**config.mk**
```make
export PLATFORM = sky130hd
export DESIGN_NAME = gregorian_julian_day_converter_unit
export DESIGN_NICKNAME = d
export VERILOG_FILES = /design/src/rtl/gjd_pkg.sv /design/src/rtl/gjd_date_to_day.sv /design/src/rtl/gjd_day_to_date.sv /design/src/rtl/gregorian_julian_day_converter_unit.sv
export SDC_FILE = /design/constraint.sdc
export NUM_CORES = 2
export LEC_CHECK = 0
export BUFFER_PORTS_ARGS = -buffer_cell sky130_fd_sc_hd__buf_2
export CAP_MARGIN = 20
export CELL_PAD_IN_SITES_DETAIL_PLACEMENT = 0
export CELL_PAD_IN_SITES_GLOBAL_PLACEMENT = 1
export CORE_ASPECT_RATIO = 1.5
export CORE_MARGIN = 3
export CORE_UTILIZATION = 54
export CTS_CLUSTER_DIAMETER = 200
export DETAILED_ROUTE_END_ITERATION = 8
export GPL_ROUTABILITY_DRIVEN = 0
export PLACE_DENSITY_LB_ADDON = 0.1
export SETUP_SLACK_MARGIN = 0.1
export SLEW_MARGIN = 20
export SYNTH_ARGS = -nofsm -noshare
export SYNTH_HDL_FRONTEND = slang
export SYNTH_SLANG_ARGS = --single-unit
```
**constraint.sdc**
```tcl
create_clock -name clk -period 70.1 [get_ports clk]
set_input_delay 14.02 -clock clk [delete_from_list [all_inputs] [get_ports clk]]
set_output_delay 14.02 -clock clk [all_outputs]
set_load 0.02 [all_outputs]
```
**src/rtl/gjd_pkg.sv**
```systemverilog
// Shared types, constants and lookup tables for the Gregorian / Julian day converter.
package gjd_pkg;

    localparam int unsigned GJD_LAT = 16;

    localparam logic [28:0] JDN_MIN = 29'd2299161;
    localparam logic [28:0] JDN_MAX = 29'd536800999;
    localparam logic [20:0] YEAR_FIRST = 21'd1582;
    localparam logic [20:0] YEAR_LAST = 21'd1464999;

    localparam logic [17:0] DIV_CENT = 18'd146097;
    localparam logic [20:0] DIV_YEAR = 21'd1461001;
    localparam logic [11:0] DIV_MON = 12'd2447;

    localparam logic [14:0] MAG_CENT = 15'((64'd1 << 32) / 64'd146097);
    localparam logic [7:0] MAG_YEAR = 8'((64'd1 << 28) / 64'd1461001);
    localparam logic [5:0] MAG_MON = 6'((64'd1 << 17) / 64'd2447);
    localparam logic [30:0] MAG_100 = 31'h51EB851F;

    localparam logic [8:0] MONTH_OFF [16] = '{
        9'd0,
        9'(367 * 11 / 12), 9'(367 * 12 / 12), 9'(367 * 1 / 12), 9'(367 * 2 / 12),
        9'(367 * 3 / 12), 9'(367 * 4 / 12), 9'(367 * 5 / 12), 9'(367 * 6 / 12),
        9'(367 * 7 / 12), 9'(367 * 8 / 12), 9'(367 * 9 / 12), 9'(367 * 10 / 12),
        9'd0, 9'd0, 9'd0
    };

    localparam logic [8:0] DAY_OFF [16] = '{
        9'(2447 * 0 / 80), 9'(2447 * 1 / 80), 9'(2447 * 2 / 80), 9'(2447 * 3 / 80),
        9'(2447 * 4 / 80), 9'(2447 * 5 / 80), 9'(2447 * 6 / 80), 9'(2447 * 7 / 80),
        9'(2447 * 8 / 80), 9'(2447 * 9 / 80), 9'(2447 * 10 / 80), 9'(2447 * 11 / 80),
        9'(2447 * 12 / 80), 9'(2447 * 13 / 80), 9'(2447 * 14 / 80), 9'(2447 * 15 / 80)
    };

    typedef struct packed {
        logic [28:0] day_number;
        logic        ok;
    } gjd_day_res_t;

    typedef struct packed {
        logic [20:0] year;
        logic [3:0]  month;
        logic [4:0]  day;
        logic        ok;
    } gjd_date_res_t;

endpackage

```
**src/rtl/gjd_date_to_day.sv**
```systemverilog
// Pipelined Gregorian date to Julian day number lane.
module gjd_date_to_day
    import gjd_pkg::*;
(
    input  logic          clk,
    input  logic          en,
    input  logic [20:0]   year,
    input  logic [3:0]    month,
    input  logic [5:0]    day,
    output gjd_day_res_t  res
);

    localparam int unsigned PAD = GJD_LAT - 4;

    logic        good_m;
    logic        good_d;
    logic        big;
    logic        early;
    logic        jan_feb;

    logic        ok1_reg;
    logic [21:0] y1_reg;
    logic [21:0] y2_reg;
    logic [8:0]  moff1_reg;
    logic [5:0]  d1_reg;

    logic        ok2_reg;
    logic [31:0] p2_reg;
    logic [52:0] q2_reg;
    logic [8:0]  moff2_reg;
    logic [5:0]  d2_reg;

    logic        ok3_reg;
    logic [29:0] term1_reg;
    logic [15:0] term3_reg;
    logic [8:0]  moff3_reg;
    logic [5:0]  d3_reg;

    logic [31:0]  sum4;
    gjd_day_res_t res4_reg;
    gjd_day_res_t dly_reg [PAD];

    always_comb
    begin
        good_m = (month >= 4'd1) && (month <= 4'd12);
        good_d = (day >= 6'd1) && (day <= 6'd31);
        big = (year > YEAR_FIRST) ||
              ((year == YEAR_FIRST) && ((month > 4'd10) || ((month == 4'd10) && (day >= 6'd15))));
        early = (year < YEAR_LAST) ||
                ((year == YEAR_LAST) && ((month < 4'd2) || ((month == 4'd2) && (day <= 6'd11))));
        jan_feb = (month <= 4'd2);
        sum4 = {26'd0, d3_reg} + {2'd0, term1_reg} + {23'd0, moff3_reg}
             - {16'd0, term3_reg} - 32'd32075;
    end

    always_ff @(posedge clk)
    begin
        if (en)
        begin
            ok1_reg <= good_m && good_d && big && early;
            y1_reg <= {1'b0, year} + (jan_feb ? 22'd4799 : 22'd4800);
            y2_reg <= {1'b0, year} + (jan_feb ? 22'd4899 : 22'd4900);
            moff1_reg <= MONTH_OFF[month];
            d1_reg <= day;

            ok2_reg <= ok1_reg;
            p2_reg <= {10'd0, y1_reg} * 32'd1461;
            q2_reg <= {31'd0, y2_reg} * {22'd0, MAG_100};
            moff2_reg <= moff1_reg;
            d2_reg <= d1_reg;

            ok3_reg <= ok2_reg;
            term1_reg <= p2_reg[31:2];
            term3_reg <= 16'(({2'd0, q2_reg[52:37]} * 18'd3) >> 2);
            moff3_reg <= moff2_reg;
            d3_reg <= d2_reg;

            res4_reg.ok <= ok3_reg;
            res4_reg.day_number <= ok3_reg ? sum4[28:0] : 29'd0;

            dly_reg[0] <= res4_reg;
            for (int i = 1; i < PAD; i++)
            begin
                dly_reg[i] <= dly_reg[i-1];
            end
        end
    end

    assign res = dly_reg[PAD-1];

endmodule

```
**src/rtl/gjd_day_to_date.sv**
```systemverilog
// Pipelined Julian day number to Gregorian date lane.
module gjd_day_to_date
    import gjd_pkg::*;
(
    input  logic          clk,
    input  logic          en,
    input  logic [28:0]   day_number,
    output gjd_date_res_t res
);

    logic        ok_reg [GJD_LAT];

    logic [29:0] t1_reg;
    logic [29:0] t2_reg;
    logic [46:0] prod2_reg;
    logic [29:0] t3_reg;
    logic [14:0] c0_3_reg;
    logic [31:0] back3_reg;
    logic [14:0] c0_4_reg;
    logic [31:0] r4_reg;

    logic [32:0] rd5;
    logic        corr5;
    logic [31:0] rem5;
    logic [14:0] c5_reg;
    logic [15:0] t2_5_reg;

    logic [27:0] n6_reg;
    logic [20:0] cy6_reg;
    logic [15:0] t2_6_reg;
    logic [35:0] prod7_reg;
    logic [27:0] n7_reg;
    logic [20:0] cy7_reg;
    logic [15:0] t2_7_reg;
    logic [7:0]  yy0_8_reg;
    logic [27:0] back8_reg;
    logic [27:0] n8_reg;
    logic [20:0] cy8_reg;
    logic [15:0] t2_8_reg;

    logic [27:0] r9;
    logic [7:0]  yy9_reg;
    logic [20:0] cy9_reg;
    logic [15:0] t2_9_reg;
    logic [18:0] p10_reg;
    logic [7:0]  yy10_reg;
    logic [20:0] cy10_reg;
    logic [15:0] t2_10_reg;
    logic [9:0]  t3_11_reg;
    logic [7:0]  yy11_reg;
    logic [20:0] cy11_reg;
    logic [16:0] n12_reg;
    logic [9:0]  t3_12_reg;
    logic [7:0]  yy12_reg;
    logic [20:0] cy12_reg;
    logic [22:0] prod13_reg;
    logic [16:0] n13_reg;
    logic [9:0]  t3_13_reg;
    logic [7:0]  yy13_reg;
    logic [20:0] cy13_reg;
    logic [5:0]  mm0_14_reg;
    logic [16:0] back14_reg;
    logic [16:0] n14_reg;
    logic [9:0]  t3_14_reg;
    logic [7:0]  yy14_reg;
    logic [20:0] cy14_reg;

    logic [16:0] r15;
    logic [3:0]  mm15_reg;
    logic [9:0]  t3_15_reg;
    logic [7:0]  yy15_reg;
    logic [20:0] cy15_reg;

    logic        k16;
    logic        ok16;

    always_comb
    begin
        rd5 = {1'b0, r4_reg} - {15'd0, DIV_CENT};
        corr5 = !rd5[32];
        rem5 = corr5 ? rd5[31:0] : r4_reg;
        r9 = n8_reg - back8_reg;
        r15 = n14_reg - back14_reg;
        k16 = (mm15_reg >= 4'd11);
        ok16 = ok_reg[GJD_LAT-2];
    end

    always_ff @(posedge clk)
    begin
        if (en)
        begin
            ok_reg[0] <= (day_number >= JDN_MIN) && (day_number <= JDN_MAX);
            for (int i = 1; i < GJD_LAT; i++)
            begin
                ok_reg[i] <= ok_reg[i-1];
            end

            t1_reg <= {1'b0, day_number} + 30'd68569;

            prod2_reg <= {15'd0, t1_reg, 2'b00} * {32'd0, MAG_CENT};
            t2_reg <= t1_reg;

            c0_3_reg <= prod2_reg[46:32];
            back3_reg <= 32'({17'd0, prod2_reg[46:32]} * {14'd0, DIV_CENT});
            t3_reg <= t2_reg;

            c0_4_reg <= c0_3_reg;
            r4_reg <= {t3_reg, 2'b00} - back3_reg;

            c5_reg <= c0_4_reg + {14'd0, corr5};
            t2_5_reg <= rem5[17:2];

            n6_reg <= 28'(({12'd0, t2_5_reg} + 28'd1) * 28'd4000);
            cy6_reg <= 21'(({6'd0, c5_reg} - 21'd49) * 21'd100);
            t2_6_reg <= t2_5_reg;

            prod7_reg <= {8'd0, n6_reg} * {28'd0, MAG_YEAR};
            n7_reg <= n6_reg;
            cy7_reg <= cy6_reg;
            t2_7_reg <= t2_6_reg;

            yy0_8_reg <= prod7_reg[35:28];
            back8_reg <= 28'({20'd0, prod7_reg[35:28]} * {7'd0, DIV_YEAR});
            n8_reg <= n7_reg;
            cy8_reg <= cy7_reg;
            t2_8_reg <= t2_7_reg;

            yy9_reg <= yy0_8_reg + {7'd0, (r9 >= {7'd0, DIV_YEAR})};
            cy9_reg <= cy8_reg;
            t2_9_reg <= t2_8_reg;

            p10_reg <= {11'd0, yy9_reg} * 19'd1461;
            yy10_reg <= yy9_reg;
            cy10_reg <= cy9_reg;
            t2_10_reg <= t2_9_reg;

            t3_11_reg <= 10'({1'b0, t2_10_reg} - p10_reg[18:2] + 17'd31);
            yy11_reg <= yy10_reg;
            cy11_reg <= cy10_reg;

            n12_reg <= {7'd0, t3_11_reg} * 17'd80;
            t3_12_reg <= t3_11_reg;
            yy12_reg <= yy11_reg;
            cy12_reg <= cy11_reg;

            prod13_reg <= {6'd0, n12_reg} * {17'd0, MAG_MON};
            n13_reg <= n12_reg;
            t3_13_reg <= t3_12_reg;
            yy13_reg <= yy12_reg;
            cy13_reg <= cy12_reg;

            mm0_14_reg <= prod13_reg[22:17];
            back14_reg <= 17'({11'd0, prod13_reg[22:17]} * {5'd0, DIV_MON});
            n14_reg <= n13_reg;
            t3_14_reg <= t3_13_reg;
            yy14_reg <= yy13_reg;
            cy14_reg <= cy13_reg;

            mm15_reg <= 4'(mm0_14_reg + {5'd0, (r15 >= {5'd0, DIV_MON})});
            t3_15_reg <= t3_14_reg;
            yy15_reg <= yy14_reg;
            cy15_reg <= cy14_reg;

            res.ok <= ok16;
            res.day <= ok16 ? 5'(t3_15_reg - {1'b0, DAY_OFF[mm15_reg]}) : 5'd0;
            res.month <= ok16 ? (mm15_reg + 4'd2 - (k16 ? 4'd12 : 4'd0)) : 4'd0;
            res.year <= ok16 ? (cy15_reg + {13'd0, yy15_reg} + {20'd0, k16}) : 21'd0;
        end
    end

endmodule

```
**src/rtl/gregorian_julian_day_converter_unit.sv**
```systemverilog
// Top level: Gregorian date / Julian day number converter with valid-ready channels.
//
// Input channel: in_valid / in_ready carry one transaction with action, in_year, in_month,
// in_day and in_day_number. Action 0 turns the date into a Julian day number, action 1
// turns in_day_number into a Gregorian date; the unused fields of a result are zero.
// Output channel: out_valid / out_ready carry out_day_number, out_year, out_month, out_day
// and valid_res, which is low (with all result fields zero) for a rejected input.
// Every accepted transaction gives exactly one result, in order.
// Pipeline: the 16-stage day-to-date lane, whose first stage loads at the accepting edge
// (three reciprocal divides, each a multiply, a multiply-back and a correction step),
// then the output register.
// Throughput: one transaction per cycle while out_ready is high.
// Stall: when the output register holds an untaken result, in_ready drops and the whole
// pipeline holds; nothing is lost or repeated.
// Reset: rst_n clears the pipeline valid bits and out_valid; the pipeline is empty after it.
module gregorian_julian_day_converter_unit
    import gjd_pkg::*;
(
    input  logic        clk,
    input  logic        rst_n,
    input  logic        in_valid,
    output logic        in_ready,
    input  logic        action,
    input  logic [20:0] in_year,
    input  logic [3:0]  in_month,
    input  logic [5:0]  in_day,
    input  logic [28:0] in_day_number,
    output logic        out_valid,
    input  logic        out_ready,
    output logic [28:0] out_day_number,
    output logic [20:0] out_year,
    output logic [3:0]  out_month,
    output logic [4:0]  out_day,
    output logic        valid_res
);

    logic               en;
    logic [GJD_LAT-1:0] v_reg;
    logic [GJD_LAT-1:0] act_reg;
    logic               out_valid_reg;
    logic               out_valid_next;
    gjd_day_res_t       day_res;
    gjd_date_res_t      date_res;
    logic [28:0]        day_number_reg;
    logic [20:0]        year_reg;
    logic [3:0]         month_reg;
    logic [4:0]         day_reg;
    logic               valid_res_reg;

    assign en = !out_valid_reg || out_ready;
    assign in_ready = en;

    gjd_date_to_day u_date_to_day (
        .clk   (clk),
        .en    (en),
        .year  (in_year),
        .month (in_month),
        .day   (in_day),
        .res   (day_res)
    );

    gjd_day_to_date u_day_to_date (
        .clk        (clk),
        .en         (en),
        .day_number (in_day_number),
        .res        (date_res)
    );

    always_comb
    begin
        out_valid_next = out_valid_reg;
        if (en)
        begin
            out_valid_next = v_reg[GJD_LAT-1];
        end
    end

    always_ff @(posedge clk or negedge rst_n)
    begin
        if (!rst_n)
        begin
            v_reg <= '0;
            out_valid_reg <= 1'b0;
        end
        else
        begin
            out_valid_reg <= out_valid_next;
            if (en)
            begin
                v_reg <= {v_reg[GJD_LAT-2:0], in_valid};
            end
        end
    end

    always_ff @(posedge clk)
    begin
        if (en)
        begin
            act_reg <= {act_reg[GJD_LAT-2:0], action};
            if (act_reg[GJD_LAT-1])
            begin
                day_number_reg <= 29'd0;
                year_reg <= date_res.year;
                month_reg <= date_res.month;
                day_reg <= date_res.day;
                valid_res_reg <= date_res.ok;
            end
            else
            begin
                day_number_reg <= day_res.day_number;
                year_reg <= 21'd0;
                month_reg <= 4'd0;
                day_reg <= 5'd0;
                valid_res_reg <= day_res.ok;
            end
        end
    end

    assign out_valid = out_valid_reg;
    assign out_day_number = day_number_reg;
    assign out_year = year_reg;
    assign out_month = month_reg;
    assign out_day = day_reg;
    assign valid_res = valid_res_reg;

endmodule
```
== Word level (Yosys, flattened, before mapping) ==
Memory sizes are Yosys's and may differ from the RTL's. A register that Yosys moved wholly into a read port is not among the register bits.
Cells that the tools add are included.
Storage, ports and cells
  ROM bits: 288
  register bits: 1182
  memory bits (writable): 376
  input port bits: 65
  memories kept: 4
  logic and storage cells: 168
  output and inout bits: 62
Memories
  u_date_to_day.dly_reg: depth 12, width 30, rd ports 12, clocked after memory_dff 0, write ports 12, RTL line gjd_date_to_day.sv:41  | gjd_day_res_t dly_reg [PAD];
  (name not given): depth 16, width 9, rd ports 1, clocked after memory_dff 1, write ports 0, RTL line gjd_date_to_day.sv:63  | moff1_reg <= MONTH_OFF[month];
  (name not given): depth 16, width 9, rd ports 1, clocked after memory_dff 0, write ports 0, RTL line gjd_day_to_date.sv:165  | res.day <= ok16 ? 5'(t3_15_reg - {1'b0, DAY_OFF[mm15_reg]}) : 5'd0;
  u_day_to_date.ok_reg: depth 16, width 1, rd ports 15, clocked after memory_dff 0, write ports 16, RTL line gjd_day_to_date.sv:11  | logic ok_reg [GJD_LAT];
Cells by class
  equality and inequality tests: 4
  muxes and demuxes: 9
  multipliers: 13
  reduce and logical (&&, ||, !) cells: 17
  bitwise logic cells: 2
  add/sub/neg operators: 23
  order comparisons: 17
Operators with widths (number)
  multiplier 22 x 31 -> 53 bit, second input constant: 1
  adder 21 x 22 -> 22 bit: 2
  multiplier 30 x 14 -> 44 bit, second input constant: 1
  subtractor 32 x 18 -> 33 bit, second input constant: 1
  multiplier 15 x 18 -> 32 bit, second input constant: 1
  subtractor 32 bit: 1
  multiplier 22 x 11 -> 31 bit, second input constant: 1
  multiplier 23 x 8 -> 31 bit, second input constant: 1
  adder 29 x 17 -> 30 bit, second input constant: 1
  adder 29 x 9 -> 29 bit: 1
  adder 6 x 29 -> 29 bit: 1
  greater-or-equal comparator 29 x 22 -> 1 bit, second input constant: 1
  less-or-equal comparator 29 bit, second input constant: 1
  subtractor 29 x 15 -> 29 bit, second input constant: 1
  subtractor 29 x 16 -> 29 bit: 1
  greater-or-equal comparator 28 x 21 -> 1 bit, second input constant: 1
  multiplier 28 x 7 -> 23 bit, second input constant: 1
  multiplier 8 x 21 -> 28 bit, second input constant: 1
  subtractor 28 bit: 1
  adder 21 x 1 -> 21 bit: 1
  adder 21 x 8 -> 21 bit: 1
  == test 21 x 11 -> 1 bit, second input constant: 1
  == test 21 bit, second input constant: 1
  > comparator 21 x 11 -> 1 bit, second input constant: 1
  42 further kinds: 60

== Longest topological paths before layout ==
  word-level depth: 7
  depth in mapped cells: 26
  mapped depth without buffers: 26

== By module ==
Synthesis repeated with hierarchy kept, for this count alone.
Unflattened totals
  cells, all modules: 7295
  area, all modules: 94947.3 um^2
By module, submodules not included
  gjd_day_to_date: instances 1, area an instance 55154.1 um^2, cells each 4400, seq. area each 23422.5 um^2
  gjd_date_to_day: instances 1, area an instance 36414.9 um^2, cells each 2716, seq. area each 17116.4 um^2
  gregorian_julian_day_converter_unit: instances 1, area an instance 3378.2 um^2, cells each 179, seq. area each 2707.6 um^2

== Worst setup path after synthesis ==
No wires, ideal clock.
  kind: input port to output port
  start point: input port out_ready
  end point: output port in_ready
  stages on the path: 3
  setup slack: 2.980 ns
  data required time: 56.080 ns
  buffers on the path: 2
  arrival: 53.100 ns
  cells stage by stage: nand2b_1 > clkbuf_1 > clkbuf_1
On the way
  cells in the longest elaborated chain, start to end: 1
RTL lines
  from (decl): RTL line gregorian_julian_day_converter_unit.sv:29  | input logic out_ready,
  logical OR 1 bit: RTL line gregorian_julian_day_converter_unit.sv:50  | assign en = !out_valid_reg || out_ready;
  to (decl): RTL line gregorian_julian_day_converter_unit.sv:22  | output logic in_ready,
Every way passes these cells.

== Worst setup path in the final report ==
Same ends and word-level chain as after synthesis.

==> metrics.md <==
| Metric | Value |
|---|---|
| Status | finished, final reports clean |
| Depth of the CTS H-tree | 4 |
| Startpoint types | input port |
| Layout area overhead | 8.85% |
| Layout Skew | 0.0457 ns |
| Slew @ Worst Pin | around 1.1 ns |
| Remaining DRCs | 0 |
| Overflow after GRT | 0 |
| Reg clk slew, reported paths | roughly 0.06 ns |
| Initial Util | between 50% and 60% |
| Buffers on Ports | roughly 130 |
| GRT Total Usage | between 20% and 30% |
| WP depth | 3 |
| # resized after CTS | 0 |
| Largest register FFs | 360 |
| Vias/cell | approximately 5.2 |
| RSZ-0062 raised after global routing | false |
| Sink Count | ~1,400 |
| Post-synthesis cell count | 7,033 |
| Worst EP required | between 50 and 60 ns |
| Setup_tns | 0 ns |
| Period minus WS final | between 20 and 30 ns |
| Mapped Area | about 93,000 um^2 |
| Max-slew headroom | between 20% and 30% |
| CTS tree | yes |
| Main flop type after synthesis | edfxtp_1 |
| Synth Warn # | 0 |
| Routed WL | 172,000 um |
| Largest net degree at the start of global routing | approximately 210 |
| Worst setup startpoint | out_ready |
| Syn Nets | ~9,100 |
| # rows | approximately 190 |
| Num CTS Buffers | 141 |
| Post-synth ARST share | 1.18% |
| Met3 track demand over resource | roughly 2.2% |
| Fin. Hold Viols | 0 |
| Family with the most delay on the worst path | simple AND/OR/NAND/NOR gates |
| Fin nets | 9,360 |
| Max_cap viols | 0 |
| Sequential share of the synthesized area | around 46% |
| Die height | 516 um |
| EDFF count, synth | around 1,400 |
| Worst Path Max Fanout | 62 |
| Global-route wire length before repair | 283,000 um |
| Remaining antenna violation count | 0 |
| Setup Viol. Count Final | 0 |
| Critical path buffers and inverters | 2 |
| Reg2Reg Launch Point | u_date_to_day.y2_reg[20] |
| Met2 Use GR | a little under 40% |
| Reg2reg path depth | 24 |
| Later-pin clock latency in the skew report | ~0.79 ns |
| Worst Hold Class | flop to flop |
| Layout cells sized above 1 | 5.57% |
| GR peak layer | met2 |
| Peak Freq | about 34 MHz |
| Total I/O pin count | between 100 and 150 |
| Hold path depth | 0 |
| Syn Area/Cell | between 10 and 15 um^2 |
| Post-route clock period utilization | 41.7% |
| Core footprint | between 150,000 and 200,000 um^2 |
| Worst-path cell chain | buf_2, nand2b_4, buf_2 |
| Initial DRC count | about 2,000 |
| Die X | around 350 um |
| Worst Min Path Start | u_date_to_day.dly_reg[0][33] |
| DP HPWL | approximately 140,000 um |
| Via Count | ~50,000 |
| CTS Root Cell | clkbuf_16 |
| Drt first pass iters | 5 |
| Critical path class | input port to primary output |
| Cell variety after synth | 81 |
| CP max stage cell | nand2b_4 |
| Final worst setup slack | just over 40 ns |
| Die area | 178,000 um^2 |
| WL/cell | 17.8 um |
| Arr. time, crit path | roughly 15 ns |
| Number of synthesized register bits | 1,443 |
| # Post-CTS Setup Buffers | 0 |
| Met1 Use GR | roughly 22% |
| Number of global-route vias before repair | 54,900 |
| Maximum clock path buffer count | 3 |
| Initial antenna violation count | 2 |
| Cell mode on critical path | buf_2 |
| Worst setup slack after placement | around 41 ns |
| Worst Setup End Kind | primary output |
| Worst path max stage delay | around 0.7 ns |
| Hold buffers post-CTS | 0 |
| Count of pins over their slew limit | 0 |
[per-stage QoR]
step	instances	cell area, um^2	hold slack (ns)	utilization (%)
after floorplan	7033	93500	0.400	-
after global placement	9395	97000	0.400	56.5
after detailed placement	9395	97000	0.405	56.5
after CTS	9651	102000	0.379	59.3
after global routing	9654	102000	0.385	59.3
final	9654	102000	0.388	59.3
[synthesized netlist by cell type (all sizes together), types with 10 or more instances]
cell	n	area, um^2
inv	1450	5440
edfxtp	1426	42800
ha	1202	15000
fa	811	16200
xnor2	283	2480
a21oi	250	1250
nor2	204	766
nand2	175	657
xor2	136	1190
o21ai	119	599
a21o	92	691
and2	85	532
nor3	84	425
nor2b	66	413
nand3	65	325
o21bai	58	435
nand2b	42	263
and3	40	250
nand4	40	250
clkbuf	35	131
o21a	33	248
a31oi	30	194
o211ai	26	195
a211oi	20	155
mux2	20	225
nor4	19	119
or2	19	119
dfrtp	17	425
o31ai	16	125
or4	14	105
a21boi	13	97.6
or3	13	81.3
o311ai	10	95.1
[logic make-up after synthesis]
family | share of synthesized area, %
multiplexers | 0.273
AO/OA/AOI/OAI | 5.17
AND/OR/NAND/NOR | 4.92
XOR/XNOR | 3.93
buffers and inverters | 5.97
flip-flops | 46.3
adder cells (fa/ha/maj) | 33.5
[placed cells by master (no fill, tap or decap), types with 12 or more instances in the layout]
cell / Yosys / layout
or3_1: 13 / 13
nor3_1: 83 / 83
and3_1: 40 / 40
o211ai_1: 26 / 26
o31ai_1: 15 / 15
bufinv_16: 0 / 12
a21oi_1: 249 / 249
nor2b_1: 66 / 66
clkinv_2: 0 / 14
dfrtp_1: 17 / 17
a31oi_1: 29 / 29
nand4_1: 40 / 40
xor2_1: 136 / 136
clkbuf_1: 35 / 26
xnor2_1: 283 / 283
edfxtp_1: 1426 / 1426
mux2_2: 20 / 20
inv_1: 1450 / 1450
o21ai_0: 117 / 117
ha_1: 1202 / 1202
o21a_1: 33 / 33
nor4_1: 19 / 19
clkbuf_16: 0 / 142
or2_2: 18 / 18
nand2_1: 175 / 175
a21boi_0: 13 / 13
buf_2: 1 / 126
nand2b_1: 42 / 41
fa_1: 811 / 811
nor2_1: 204 / 204
a211oi_1: 19 / 19
clkinv_1: 0 / 21
and2_1: 85 / 85
clkinvlp_4: 0 / 12
o21bai_1: 58 / 58
nand3_1: 65 / 65
buf_4: 0 / 12
or4_1: 14 / 14
a21o_1: 92 / 92
[metal layers]
layer,part of all wire (%),vias to the layer above
met1,37,24800
met2,56,648
met5,0,-
met4,4.8,0
met3,2.3,307
li1,-,24400
[path summary, 6_finish.rpt]
kind | slack, ns | end
setup / recovery | 40.88 | in_ready
hold / removal | 0.39 | u_date_to_day.dly_reg[0][63]
setup reg to reg | 61.71 | u_date_to_day.q2_reg[51]
hold reg to reg | 0.39 | u_date_to_day.dly_reg[0][63]
max in group asynchronous | 56.69 | v_reg[13]
min in group asynchronous | 13.14 | v_reg[7]
[area by class of cell]
cell class	instances	area (um^2)
fillers	13800	69800
multi-input cells	4103	44600
flip-flops and latches	1443	43200
inverters	1450	5440
clock buffers	171	3690
well taps	2256	2820
clock inverters	85	1070
repair buffers	143	812
diodes	3	7.51
Power is left out: the tool's default activity adds up to more than one toggle a clock period on the data nets, which glitch-free logic cannot reach.
